### src/rtl/hir_pkg.sv
`timescale 1ns / 1ps
// Shared types, codes and limits for the hex image receiver.
// No dependencies; every other file imports this package.
package hir_pkg;

  localparam int CNT_W = 20;
  localparam int OFF_W = 19;

  localparam logic [31:0] MAX_IMAGE_BYTES = 32'd524288;
  localparam logic [7:0]  MAX_CHUNK_BYTES = 8'd128;

  localparam logic [31:0] CRC_POLY = 32'hEDB8_8320;
  localparam logic [31:0] CRC_ONES = 32'hFFFF_FFFF;

  localparam logic [2:0] ACT_BEGIN       = 3'd0;
  localparam logic [2:0] ACT_CHUNK_START = 3'd1;
  localparam logic [2:0] ACT_HEX_CHAR    = 3'd2;
  localparam logic [2:0] ACT_CHUNK_END   = 3'd3;
  localparam logic [2:0] ACT_FINISH      = 3'd4;
  localparam logic [2:0] ACT_ABORT       = 3'd5;

  localparam logic CFG_IMAGE_LENGTH   = 1'b0;
  localparam logic CFG_IMAGE_CHECKSUM = 1'b1;

  typedef enum logic [1:0] {
    ST_IDLE      = 2'd0,
    ST_RECEIVING = 2'd1,
    ST_READY     = 2'd2,
    ST_ERROR     = 2'd3
  } status_t;

  typedef struct packed {
    logic [2:0]       action;
    logic [CNT_W-1:0] chunk_offset;
    logic [7:0]       hex_char;
  } in_word_t;

  typedef struct packed {
    logic             accepted;
    logic [1:0]       session_status;
    logic             write_valid;
    logic [OFF_W-1:0] write_offset;
    logic [7:0]       write_byte;
    logic [CNT_W-1:0] bytes_received;
    logic [31:0]      current_checksum;
    logic [31:0]      session_number;
  } out_word_t;

endpackage

### src/rtl/hex_image_receiver.sv
`timescale 1ns / 1ps
// Hex image receiver top level: configuration registers, pipeline and checks.
// Depends on hir_pkg, hir_in_stage, hir_session, hir_out_stage.
//
// This block runs a receive session for a firmware image sent as ASCII hex
// text, one word per action: begin, chunk start, hex character, chunk end,
// finish or abort. Every input word produces exactly one result word, which
// reports whether the action was taken, the session status, any decoded byte
// with its staging offset, the byte count, the running CRC-32 and the number
// of images finished so far. The block takes one word per clock cycle and
// keeps doing so while results flow out freely; an accepted word is held in
// the input register and its result is loaded into the result register, from
// which it is presented. One word per cycle is set by the session logic,
// which reads and updates its state, including a byte-wide CRC-32 fold, in
// logic that is combinational between the input and the result register.
// When out_stall is held, one word waits in the result register
// and one in the input register, after which in_stall rises. The image
// length and expected checksum registers are read live and should only be
// written while no words are in flight; cfg_ready is always high.
module hex_image_receiver
  import hir_pkg::*;
(
  input  logic        clk,
  input  logic        rst_n,

  input  logic        in_valid,
  output logic        in_stall,
  input  in_word_t    in_word,

  output logic        out_valid,
  input  logic        out_stall,
  output out_word_t   out_word,

  input  logic        cfg_valid,
  output logic        cfg_ready,
  input  logic        cfg_index,
  input  logic [31:0] cfg_data
);

  logic [31:0] image_length_r;
  logic [31:0] image_checksum_r;

  logic        advance;
  logic        step;
  in_word_t    item;
  out_word_t   result;

  // Configuration writes are always taken, so the port never holds off.
  assign cfg_ready = 1'b1;

  always_ff @(posedge clk) begin
    if (!rst_n) begin
      image_length_r   <= 32'd0;
      image_checksum_r <= 32'd0;
    end else if (cfg_valid && cfg_ready) begin
      case (cfg_index)
        CFG_IMAGE_LENGTH:   image_length_r   <= cfg_data;
        CFG_IMAGE_CHECKSUM: image_checksum_r <= cfg_data;
        default: begin
        end
      endcase
    end
  end

  // The input register holds the word the session logic is looking at.
  hir_in_stage u_in (
    .clk      (clk),
    .rst_n    (rst_n),
    .in_valid (in_valid),
    .in_stall (in_stall),
    .in_word  (in_word),
    .advance  (advance),
    .step     (step),
    .item     (item)
  );

  // The session logic commits its state at the same edge at which its result
  // is loaded into the result register, so a following word sees the update.
  hir_session u_session (
    .clk            (clk),
    .rst_n          (rst_n),
    .step           (step),
    .item           (item),
    .image_length   (image_length_r),
    .image_checksum (image_checksum_r),
    .result         (result)
  );

  hir_out_stage u_out (
    .clk       (clk),
    .rst_n     (rst_n),
    .load      (step),
    .result    (result),
    .advance   (advance),
    .out_valid (out_valid),
    .out_stall (out_stall),
    .out_word  (out_word)
  );

`ifndef NO_ASSERTIONS
  // A presented byte belongs to an accepted word in a live session, and the
  // count it reports has already moved one past its offset.
  a_write_consistent: assert property (@(posedge clk) disable iff (!rst_n)
    (out_valid && out_word.write_valid) |->
      (out_word.accepted && out_word.session_status == ST_RECEIVING &&
       out_word.bytes_received == {1'b0, out_word.write_offset} + 20'd1))
    else $error("presented byte does not match the reported count");

  // The input side only holds off when both registers are full and blocked.
  a_stall_only_when_full: assert property (@(posedge clk) disable iff (!rst_n)
    in_stall |-> (out_valid && out_stall))
    else $error("input stalled while the result register could drain");

  // Nothing is presented in the cycle after reset.
  a_empty_after_reset: assert property (@(posedge clk)
    (rst_n && $past(!rst_n)) |-> !out_valid)
    else $error("result presented straight after reset");
`endif

endmodule

### src/rtl/hir_in_stage.sv
`timescale 1ns / 1ps
// Input register of the hex image receiver: holds one word and drives in_stall.
// Depends on hir_pkg.
module hir_in_stage
  import hir_pkg::*;
(
  input  logic     clk,
  input  logic     rst_n,
  input  logic     in_valid,
  output logic     in_stall,
  input  in_word_t in_word,
  input  logic     advance,
  output logic     step,
  output in_word_t item
);

  logic     valid_r, valid_nxt;
  in_word_t word_r;
  logic     accept;

  // A held word may leave whenever the stage behind it can take a result.
  assign in_stall = valid_r && !advance;
  assign accept   = in_valid && !in_stall;
  assign step     = valid_r && advance;
  assign item     = word_r;

  always_comb begin
    valid_nxt = valid_r;
    if (accept) begin
      valid_nxt = 1'b1;
    end else if (advance) begin
      valid_nxt = 1'b0;
    end
  end

  always_ff @(posedge clk) begin
    if (!rst_n) begin
      valid_r <= 1'b0;
    end else begin
      valid_r <= valid_nxt;
    end
    if (accept) begin
      word_r <= in_word;
    end
  end

endmodule

### src/rtl/hir_crc_byte.sv
`timescale 1ns / 1ps
// Folds one byte into a reflected CRC-32 register, one bit per step.
// Depends on hir_pkg for the polynomial.
module hir_crc_byte
  import hir_pkg::*;
(
  input  logic [31:0] crc_in,
  input  logic [7:0]  data,
  output logic [31:0] crc_out
);

  always_comb begin
    logic [31:0] c;
    c = crc_in ^ {24'd0, data};
    for (int k = 0; k < 8; k++) begin
      c = c[0] ? ((c >> 1) ^ CRC_POLY) : (c >> 1);
    end
    crc_out = c;
  end

endmodule

### src/rtl/hir_session.sv
`timescale 1ns / 1ps
// Session state and per-word decision logic of the hex image receiver.
// Depends on hir_pkg and hir_crc_byte.
module hir_session
  import hir_pkg::*;
(
  input  logic        clk,
  input  logic        rst_n,
  input  logic        step,
  input  in_word_t    item,
  input  logic [31:0] image_length,
  input  logic [31:0] image_checksum,
  output out_word_t   result
);

  status_t          status_r, status_nxt;
  logic [CNT_W-1:0] count_r, count_nxt;
  logic [31:0]      crc_r, crc_nxt;
  logic [31:0]      finish_r, finish_nxt;
  logic             open_r, open_nxt;
  logic [7:0]       chunk_bytes_r, chunk_bytes_nxt;
  logic             pend_r, pend_nxt;
  logic [3:0]       high_r, high_nxt;

  logic             nib_ok;
  logic [3:0]       nib;
  logic [7:0]       byte_val;
  logic [31:0]      crc_folded;
  logic             ok, wv;
  logic             recv;

  // Hex digit decode, either case.
  always_comb begin
    nib_ok = 1'b1;
    nib    = 4'd0;
    if (item.hex_char >= 8'h30 && item.hex_char <= 8'h39) begin
      nib = 4'(item.hex_char - 8'h30);
    end else if (item.hex_char >= 8'h61 && item.hex_char <= 8'h66) begin
      nib = 4'(item.hex_char - 8'h57);
    end else if (item.hex_char >= 8'h41 && item.hex_char <= 8'h46) begin
      nib = 4'(item.hex_char - 8'h37);
    end else begin
      nib_ok = 1'b0;
    end
  end

  assign byte_val = {high_r, nib};
  assign recv     = (status_r == ST_RECEIVING);

  hir_crc_byte u_crc (
    .crc_in  (crc_r),
    .data    (byte_val),
    .crc_out (crc_folded)
  );

  always_comb begin
    status_nxt      = status_r;
    count_nxt       = count_r;
    crc_nxt         = crc_r;
    finish_nxt      = finish_r;
    open_nxt        = open_r;
    chunk_bytes_nxt = chunk_bytes_r;
    pend_nxt        = pend_r;
    high_nxt        = high_r;
    ok              = 1'b0;
    wv              = 1'b0;

    case (item.action)
      ACT_BEGIN: begin
        if (image_length != 32'd0 && image_length <= MAX_IMAGE_BYTES) begin
          status_nxt      = ST_RECEIVING;
          count_nxt       = '0;
          crc_nxt         = CRC_ONES;
          open_nxt        = 1'b0;
          chunk_bytes_nxt = 8'd0;
          pend_nxt        = 1'b0;
          high_nxt        = 4'd0;
          ok              = 1'b1;
        end
      end
      ACT_CHUNK_START: begin
        if (recv && !open_r && item.chunk_offset == count_r) begin
          open_nxt        = 1'b1;
          chunk_bytes_nxt = 8'd0;
          pend_nxt        = 1'b0;
          ok              = 1'b1;
        end
      end
      ACT_HEX_CHAR: begin
        if (recv && open_r && nib_ok) begin
          if (!pend_r) begin
            high_nxt = nib;
            pend_nxt = 1'b1;
            ok       = 1'b1;
          end else if (chunk_bytes_r < MAX_CHUNK_BYTES &&
                       {{(32-CNT_W){1'b0}}, count_r} < image_length) begin
            wv              = 1'b1;
            crc_nxt         = crc_folded;
            count_nxt       = count_r + 1'b1;
            chunk_bytes_nxt = chunk_bytes_r + 8'd1;
            pend_nxt        = 1'b0;
            ok              = 1'b1;
          end
        end
      end
      ACT_CHUNK_END: begin
        if (recv && open_r && !pend_r && chunk_bytes_r != 8'd0) begin
          open_nxt = 1'b0;
          ok       = 1'b1;
        end
      end
      ACT_FINISH: begin
        if (recv && !open_r &&
            {{(32-CNT_W){1'b0}}, count_r} == image_length &&
            (crc_r ^ CRC_ONES) == image_checksum) begin
          finish_nxt = finish_r + 32'd1;
          status_nxt = ST_READY;
          ok         = 1'b1;
        end
      end
      ACT_ABORT: begin
        status_nxt      = ST_IDLE;
        count_nxt       = '0;
        crc_nxt         = CRC_ONES;
        open_nxt        = 1'b0;
        chunk_bytes_nxt = 8'd0;
        pend_nxt        = 1'b0;
        high_nxt        = 4'd0;
        ok              = 1'b1;
      end
      default: begin
      end
    endcase

    // Any refused word of a defined action drops the session into error.
    if (!ok && item.action <= ACT_FINISH) begin
      status_nxt = ST_ERROR;
      open_nxt   = 1'b0;
      pend_nxt   = 1'b0;
    end
  end

  always_comb begin
    result.accepted         = ok;
    result.session_status   = status_nxt;
    result.write_valid      = wv;
    result.write_offset     = wv ? count_r[OFF_W-1:0] : '0;
    result.write_byte       = wv ? byte_val : 8'd0;
    result.bytes_received   = count_nxt;
    result.current_checksum = crc_nxt ^ CRC_ONES;
    result.session_number   = finish_nxt;
  end

  always_ff @(posedge clk) begin
    if (!rst_n) begin
      status_r      <= ST_IDLE;
      count_r       <= '0;
      crc_r         <= CRC_ONES;
      finish_r      <= 32'd0;
      open_r        <= 1'b0;
      chunk_bytes_r <= 8'd0;
      pend_r        <= 1'b0;
      high_r        <= 4'd0;
    end else if (step) begin
      status_r      <= status_nxt;
      count_r       <= count_nxt;
      crc_r         <= crc_nxt;
      finish_r      <= finish_nxt;
      open_r        <= open_nxt;
      chunk_bytes_r <= chunk_bytes_nxt;
      pend_r        <= pend_nxt;
      high_r        <= high_nxt;
    end
  end

endmodule

### src/rtl/hir_out_stage.sv
`timescale 1ns / 1ps
// Result register of the hex image receiver, with its valid flag.
// Depends on hir_pkg.
module hir_out_stage
  import hir_pkg::*;
(
  input  logic      clk,
  input  logic      rst_n,
  input  logic      load,
  input  out_word_t result,
  output logic      advance,
  output logic      out_valid,
  input  logic      out_stall,
  output out_word_t out_word
);

  logic      valid_r, valid_nxt;
  out_word_t word_r;

  assign advance   = !valid_r || !out_stall;
  assign out_valid = valid_r;
  assign out_word  = word_r;

  always_comb begin
    valid_nxt = valid_r;
    if (load) begin
      valid_nxt = 1'b1;
    end else if (!out_stall) begin
      valid_nxt = 1'b0;
    end
  end

  always_ff @(posedge clk) begin
    if (!rst_n) begin
      valid_r <= 1'b0;
    end else begin
      valid_r <= valid_nxt;
    end
    if (load) begin
      word_r <= result;
    end
  end

endmodule

### config.mk
export PLATFORM = sky130hd
export DESIGN_NAME = hex_image_receiver
export DESIGN_NICKNAME = d
export VERILOG_FILES = /design/src/rtl/hir_pkg.sv /design/src/rtl/hex_image_receiver.sv /design/src/rtl/hir_in_stage.sv /design/src/rtl/hir_crc_byte.sv /design/src/rtl/hir_session.sv /design/src/rtl/hir_out_stage.sv
export SDC_FILE = /design/constraint.sdc
export NUM_CORES = 1
export LEC_CHECK = 0
export BUFFER_PORTS_ARGS = -buffer_cell sky130_fd_sc_hd__buf_4
export CAP_MARGIN = 20
export CORE_ASPECT_RATIO = 0.7
export CORE_UTILIZATION = 40
export CTS_CLUSTER_SIZE = 16
export DETAILED_ROUTE_END_ITERATION = 10
export GPL_ROUTABILITY_DRIVEN = 0
export PLACE_DENSITY_LB_ADDON = 0.2
export SKIP_LAST_GASP = 1
export SLEW_MARGIN = 20
export SYNTH_ARGS = -nofsm -noshare
export SYNTH_HDL_FRONTEND = slang
export SYNTH_SLANG_ARGS = --single-unit
export TNS_END_PERCENT = 30
### constraint.sdc
create_clock -name clk -period 5.09 [get_ports clk]
set_input_delay 0.2545 -clock clk [delete_from_list [all_inputs] [get_ports clk]]
set_output_delay 0.2545 -clock clk [all_outputs]
set_load 0.01 [all_outputs]
==> results of run 1 <==
## metal layers
layer / up-vias / track usage, % / wire length, um
li1: 6093 / - / -
met1: 6163 / 36.6 / 22400
met2: 649 / 32.7 / 19000
met3: 58 / 5.85 / 5110
met4: 0 / 5.08 / 890
met5: - / 0 / 0
## worst reg2reg max path, stage by stage, from the launching register on
cell and delay (ps):
dfxtp_1 590, inv_1 270, ha_1 360, nand4_1 100
nor4b_1 280, nand4_1 230, nor3_4 220, buf_4 280
nand3_2 350, or2_1 400, nor2_1 160, xor2_1 90
## sequential cells by signal, summed over array words and instances (netlist names), 2 cells and up, named ones only
name / count
u_in.item: 31
u_session.finish_r: 32
u_session.crc_r: 29
u_session.chunk_bytes_r: 8
u_session.high_r: 4
image_checksum_r: 32
u_session.count_r: 20
u_session.status_r: 2
u_out.out_word: 115
image_length_r: 32
## cell usage after synthesis (10+ instances only)
master,number
nand2_1,228
xnor2_1,106
nor2_1,120
or3_1,15
edfxtp_1,146
o21ai_1,25
dfxtp_1,166
nor4_1,39
inv_1,37
a211oi_1,10
nand3_1,44
o22ai_1,11
a21oi_1,124
ha_1,27
a31oi_1,25
and3_1,40
nand2b_1,10
nor3_1,16
o21ai_0,57
xnor3_1,14
xor2_1,47
clkbuf_1,82
nand4_1,30
## cell families after synthesis
| logic type | after synthesis | synth area share [%] |
|---|---|---|
| XOR/XNOR | 173 | 11.6 |
| multiplexers | 7 | 0.546 |
| adder cells (fa/ha/maj) | 27 | 2.20 |
| other | 1 | 0.0244 |
| buffers and inverters | 136 | 3.42 |
| flip-flops | 312 | 50.2 |
| AND/OR/NAND/NOR | 586 | 18.4 |
| AO/OA/AOI/OAI | 341 | 13.7 |
## where the power goes
part	internal, mW	switching (mW)	total [mW]
Clock	1.22	0.981	2.20
Sequential	2.72	0.0679	2.79
Combinational	0.261	0.354	0.614
## cell usage in the layout (no fill, tap or decap), types with 31 or more instances in the layout
cell type / synthesis / routed
a21oi_1: 124 / 124
and3_1: 40 / 40
buf_4: 1 / 205
clkbuf_16: 0 / 31
dfxtp_1: 166 / 166
dlygate4sd3_1: 0 / 65
edfxtp_1: 146 / 146
inv_1: 37 / 36
nand2_1: 228 / 227
nand3_1: 44 / 44
nor2_1: 120 / 119
nor4_1: 39 / 39
o21ai_0: 57 / 57
xnor2_1: 106 / 106
xor2_1: 47 / 47
## final timing paths
kind | end | start | slack, ps
worst max-delay path | u_out.out_word[28] | u_session.count_r[0] | 1490
worst min-delay path | u_session.crc_r[22] | rst_n | 90
worst max register to register | u_out.out_word[28] | u_session.count_r[0] | 1490
worst min register to register | image_length_r[28] | image_length_r[28] | 460
## stage by stage
stage          worst slack [ps]  cells  hold WS, ps
6_report                   1490   2302         88.3
5_1_grt                    1250   2302         83.4
4_1_cts                    1530   2302         63.4
3_5_place_dp               1550   2180          434
3_3_place_gp               1600   2180          434
2_1_floorplan               414   1583          353
## timing repair
item,CTS,global route
hold endpoints to repair,97,0
hold buffers,65,0
setup endpoints to repair,0,0
buffers inserted,0,0
## layout make-up
class	count	area, um^2
fill	3513	18700
sequential	312	7710
multi-input combinational	1135	7150
timing repair buffer	271	2210
clock buffer	44	865
tap	488	611
inverter	39	153
clock inverter	13	83.8
==> results.sh, run 1 <==
export IMPL_post_route_period_util_pct=70.7
export IMPL_grt_antenna_before_repair=0
export IMPL_synth_top_area_share_pct=28.5
export IMPL_worst_r2r_path_depth=11
export IMPL_area_growth_pct=22.2
export IMPL_synth_area_top_cells="edfxtp_1, dfxtp_1, xnor2_1"
export IMPL_initial_core_util_pct=41.0
export IMPL_max_cap_violations=0
export IMPL_ctsResizeCount=0
export IMPL_clockBufferDepth=3
export IMPL_grt_max_degree=84
export IMPL_fin_util_pct=50.1
export IMPL_drive_gt1_share_pct=15.5
export IMPL_wl_mm=47.4
export IMPL_numCtsBuffers=31
export IMPL_setup_viol=0
export IMPL_fp_dieH_um=166
export IMPL_clk_pin_slew_ps=70
export IMPL_fin_crit_ps=3600
export IMPL_fmax_mhz=278
export IMPL_worst_pin_slew_ps=1140
export IMPL_critPathLaunchType="flop"
export IMPL_design_area_um2=18800
export IMPL_rsz0062_at_grt="false"
export IMPL_cts_sinks=312
export IMPL_portBuffers=185
export IMPL_synth_area_um2=15400
export IMPL_grt_pass1_vias=11900
export IMPL_post_dp_hpwl_mm=33.8
export IMPL_synth_area_leader_cell="edfxtp_1"
export IMPL_vias_per_cell=5.63
export IMPL_slowest_delay_ps=590
export IMPL_worst_ep_required_time_ps=5410
export IMPL_maxSlewHeadroom_pct=23.7
export IMPL_synthCells=1583
export IMPL_wl_per_cell_um=20.6
export IMPL_synth_edf_count=146
export IMPL_tns_ps=0
export IMPL_holdCritPathClass="input port to flop"
export IMPL_worst_setup_path_type="flop to flop"
export IMPL_fp_row_count=59
export IMPL_irDropWorstVdd_v=0.000241
export IMPL_insertedDiodeCount=0
export IMPL_ys_ff_latch=312
export IMPL_core_um2=37500
export IMPL_ant_nets=0
export IMPL_path_cells="inv_1, ha_1, nand4_1, nor4b_1, nand4_1, nor3_4, buf_4, nand3_2, or2_1, nor2_1, xor2_1"
export IMPL_async_flop_share_pct=0
export IMPL_p_per_area_nw_per_um2=298
export IMPL_h_tree_depth=1
export IMPL_power_total_mw=5.60
export IMPL_synth_cell_type_count=89
export IMPL_synth_warnings=0
export IMPL_synth_seq_area_share_pct=50.2
export IMPL_postSynthNetCount=1679
export IMPL_die_area_um2=39200
export IMPL_num_nets_final=1886
export IMPL_dieWidth_um=236
export IMPL_track_usage_pct=23.6
export IMPL_worstHoldPathCells=2
export IMPL_drtPass1Iterations=6
export IMPL_drt_iter0_drc=1487
export IMPL_worstPathArrival_ps=3920
export IMPL_cts_tree="yes"
export IMPL_avgSynthCellArea_um2=9.70
export IMPL_outcome="finished clean"
export IMPL_path_depth=11
export IMPL_ios=187
export IMPL_clock_skew_ps=16.8
export IMPL_crit_fanout=16
export IMPL_hold_violations=0
export IMPL_root_buffer="clkbuf_16"
export IMPL_crit_family="simple AND/OR/NAND/NOR gates"
export IMPL_drc=0
export IMPL_grt_pass1_wl_mm=71.6
export IMPL_clk_latency_ps=580
export IMPL_leakagePower_nw=6.97
export IMPL_dpl_cell_area_um2=17200
export IMPL_crit_path_end_kind="flop"
export IMPL_final_max_slew_viol_count=0
export IMPL_via_count=13000
export IMPL_slowest_stage="dfxtp_1"
export IMPL_yosys_most_used_dff="dfxtp_1"
export IMPL_worst_path_buf_inv=2
export IMPL_overflow=0
export IMPL_cp_common_cell="nand4_1"
No activity file was read; power rests on OpenSTA's default activity.
==> inputs of run 2 (changes only) <==
==> constraint.sdc (replaced) <==
create_clock -name clk -period 3.25 [get_ports clk]
set_input_delay 0.1625 -clock clk [delete_from_list [all_inputs] [get_ports clk]]
set_output_delay 0.1625 -clock clk [all_outputs]
set_load 0.01 [all_outputs]
==> run 2 against run 1 <==
  * Sequential cell count unchanged
  * Sequential power up 56%
  * Utilization up 1.9 points
  * Cell count up 3.4%
  * Worst setup slack worse by 1300 ps
  * Hold slack better by 45 ps
  * Critical path type unchanged
==> results.sh, run 2 (synthesized netlist as in run 1, its figures left out) <==
export IMPL_worstPathArrival_ps=3440
export IMPL_setup_viol=0
export IMPL_regArea_um2=7710
export IMPL_crit_fanout=15
export IMPL_clock_skew_ps=16.3
export IMPL_fmax_mhz=324
export IMPL_drc=0
export IMPL_design_area_um2=19500
export IMPL_setup_ws_ps=160
export IMPL_maxSlewHeadroom_pct=25.6
export IMPL_wl_per_cell_um=19.9
export IMPL_post_dp_hpwl_mm=34.7
export IMPL_place_ws_ps=130
export IMPL_p_per_area_nw_per_um2=465
export IMPL_slowest_stage="o22ai_1"
export IMPL_root_buffer="clkbuf_16"
export IMPL_crit_family="simple AND/OR/NAND/NOR gates"
export IMPL_drt_iter0_drc=1452
export IMPL_worst_path_buf_inv=3
export IMPL_num_nets_final=1964
export IMPL_drive_gt1_share_pct=19.4
export IMPL_clk_latency_ps=570
export IMPL_crit_path_end_kind="flop"
export IMPL_portBuffers=185
export IMPL_core_um2=37500
export IMPL_dpl_cell_area_um2=17800
export IMPL_leakagePower_nw=7.42
export IMPL_fin_crit_ps=3090
export IMPL_fp_row_count=59
export IMPL_grt_pass1_vias=12500
export IMPL_combPwrFrac_pct=11.2
export IMPL_max_cap_violations=0
export IMPL_p_switching_mw=2.19
export IMPL_whs_ps=133
export IMPL_worst_ep_required_time_ps=3600
export IMPL_cts_sinks=312
export IMPL_vias_per_cell=5.58
export IMPL_seqPwrFrac_pct=48.0
export IMPL_numCtsBuffers=31
export IMPL_path_cells="inv_1, ha_1, nand4_1, nor4_1, buf_4, o21ai_1, a31o_2, nand2_1, buf_4, nand2_1, o22ai_1"
export IMPL_fill_cells=3467
export IMPL_grt_max_degree=65
export IMPL_overflow=0
export IMPL_fp_dieH_um=166
export IMPL_power_total_mw=9.06
export IMPL_p_clk_share_pct=40.8
export IMPL_via_count=13300
export IMPL_area_growth_pct=26.9
export IMPL_dp_cells=2257
export IMPL_ant_nets=0
export IMPL_hold_violations=0
export IMPL_grt_pass1_wl_mm=73.0
export IMPL_layout_commonest_cell="buf_4"
export IMPL_clk_pin_slew_ps=60
export IMPL_holdCritPathClass="input port to flop"
export IMPL_clockBufferDepth=3
export IMPL_dieWidth_um=236
export IMPL_most_common_layout_cells="buf_4, nand2_1, dfxtp_1"
export IMPL_outcome="finished clean"
export IMPL_drtPass1Iterations=5
export IMPL_slowest_delay_ps=370
export IMPL_insertedDiodeCount=0
export IMPL_initial_core_util_pct=41.0
export IMPL_h_tree_depth=1
export IMPL_cts_tree="yes"
export IMPL_die_area_um2=39200
export IMPL_worst_setup_path_type="flop to flop"
export IMPL_sw_frac_of_total_pct=24.2
export IMPL_post_route_period_util_pct=95.1
export IMPL_worst_pin_slew_ps=1120
export IMPL_final_max_slew_viol_count=0
export IMPL_rsz0062_at_grt="true"
export IMPL_grt_antenna_before_repair=0
export IMPL_fin_cells=2380
export IMPL_p_int_mw=6.87
export IMPL_wl_mm=47.4
export IMPL_irDropWorstVdd_v=0.000346
export IMPL_ios=187
export IMPL_critPathLaunchType="flop"
export IMPL_largest_reg_flops=115
export IMPL_multi_input_area_um2=7150
export IMPL_track_usage_pct=23.9
==> run 2: cell count changes in the layout (fill, tap and decap cells not counted), sizes merged <==
cell,delta
buf,+78
bufinv,+2
clkbuf,+1
clkinv,-4
clkinvlp,+1
==> run 2: final timing paths <==
kind	from	endpoint	slack, ps	cells past startpoint
max	image_length_r[14]	u_out.out_word[45]	160	11
max reg2reg	image_length_r[14]	u_out.out_word[45]	160	11
min reg2reg	image_length_r[29]	image_length_r[29]	460	2
min	rst_n	u_session.crc_r[25]	130	3
==> run 2: cell type report <==
cell class | instances | share of cell area, %
Inverter | 39 | 0.783
Clock buffer | 45 | 4.67
Clock inverter | 12 | 0.725
Timing Repair Buffer | 349 | 14.5
Sequential cell | 312 | 39.5
Tap cell | 488 | 3.13
Multi-Input combinational cell | 1135 | 36.7
==> run 2: tightest hold or removal path: cells and delay by family <==
kind          cells  cell delay, ps
buf+inv           2             390
simple gates      1             110
==> run 2: repair_timing <==
item	4_1_cts	5_1_grt
hold endpoints to repair	97	0
setup endpoints to repair	0	26
buffers inserted	0	1
gates resized for setup	0	3
hold buffers	65	0
==> run 2: power groups by stage <==
stage	registers, mW	clock network, mW	logic [mW]
after floorplan	4.44	0	0.504
after global placement	4.43	0	0.927
after detailed placement	4.44	0	0.935
after CTS	4.35	3.78	1.00
after global routing	4.36	3.93	1.10
final	4.35	3.70	1.01
==> run 2: stage by stage <==
| stage | TNS [ps] | utilization [%] |
|---|---|---|
| after detailed placement | 0 | 47.3 |
| after CTS | 0 | 51.9 |
| after global routing | -83.9 | 52.0 |
| after global placement | 0 | 47.3 |
| final | 0 | 52.0 |
| after floorplan | 0 | - |
==> run 2: metal layers <==
layer	vias up	wire, um	GRT usage [%]	part of all wire (%)
met3	69	4690	5.02	9.9
met1	6374	22500	37.1	47
met4	0	842	4.43	1.8
met5	-	0	0	0
li1	6238	-	-	-
met2	595	19400	33.8	41
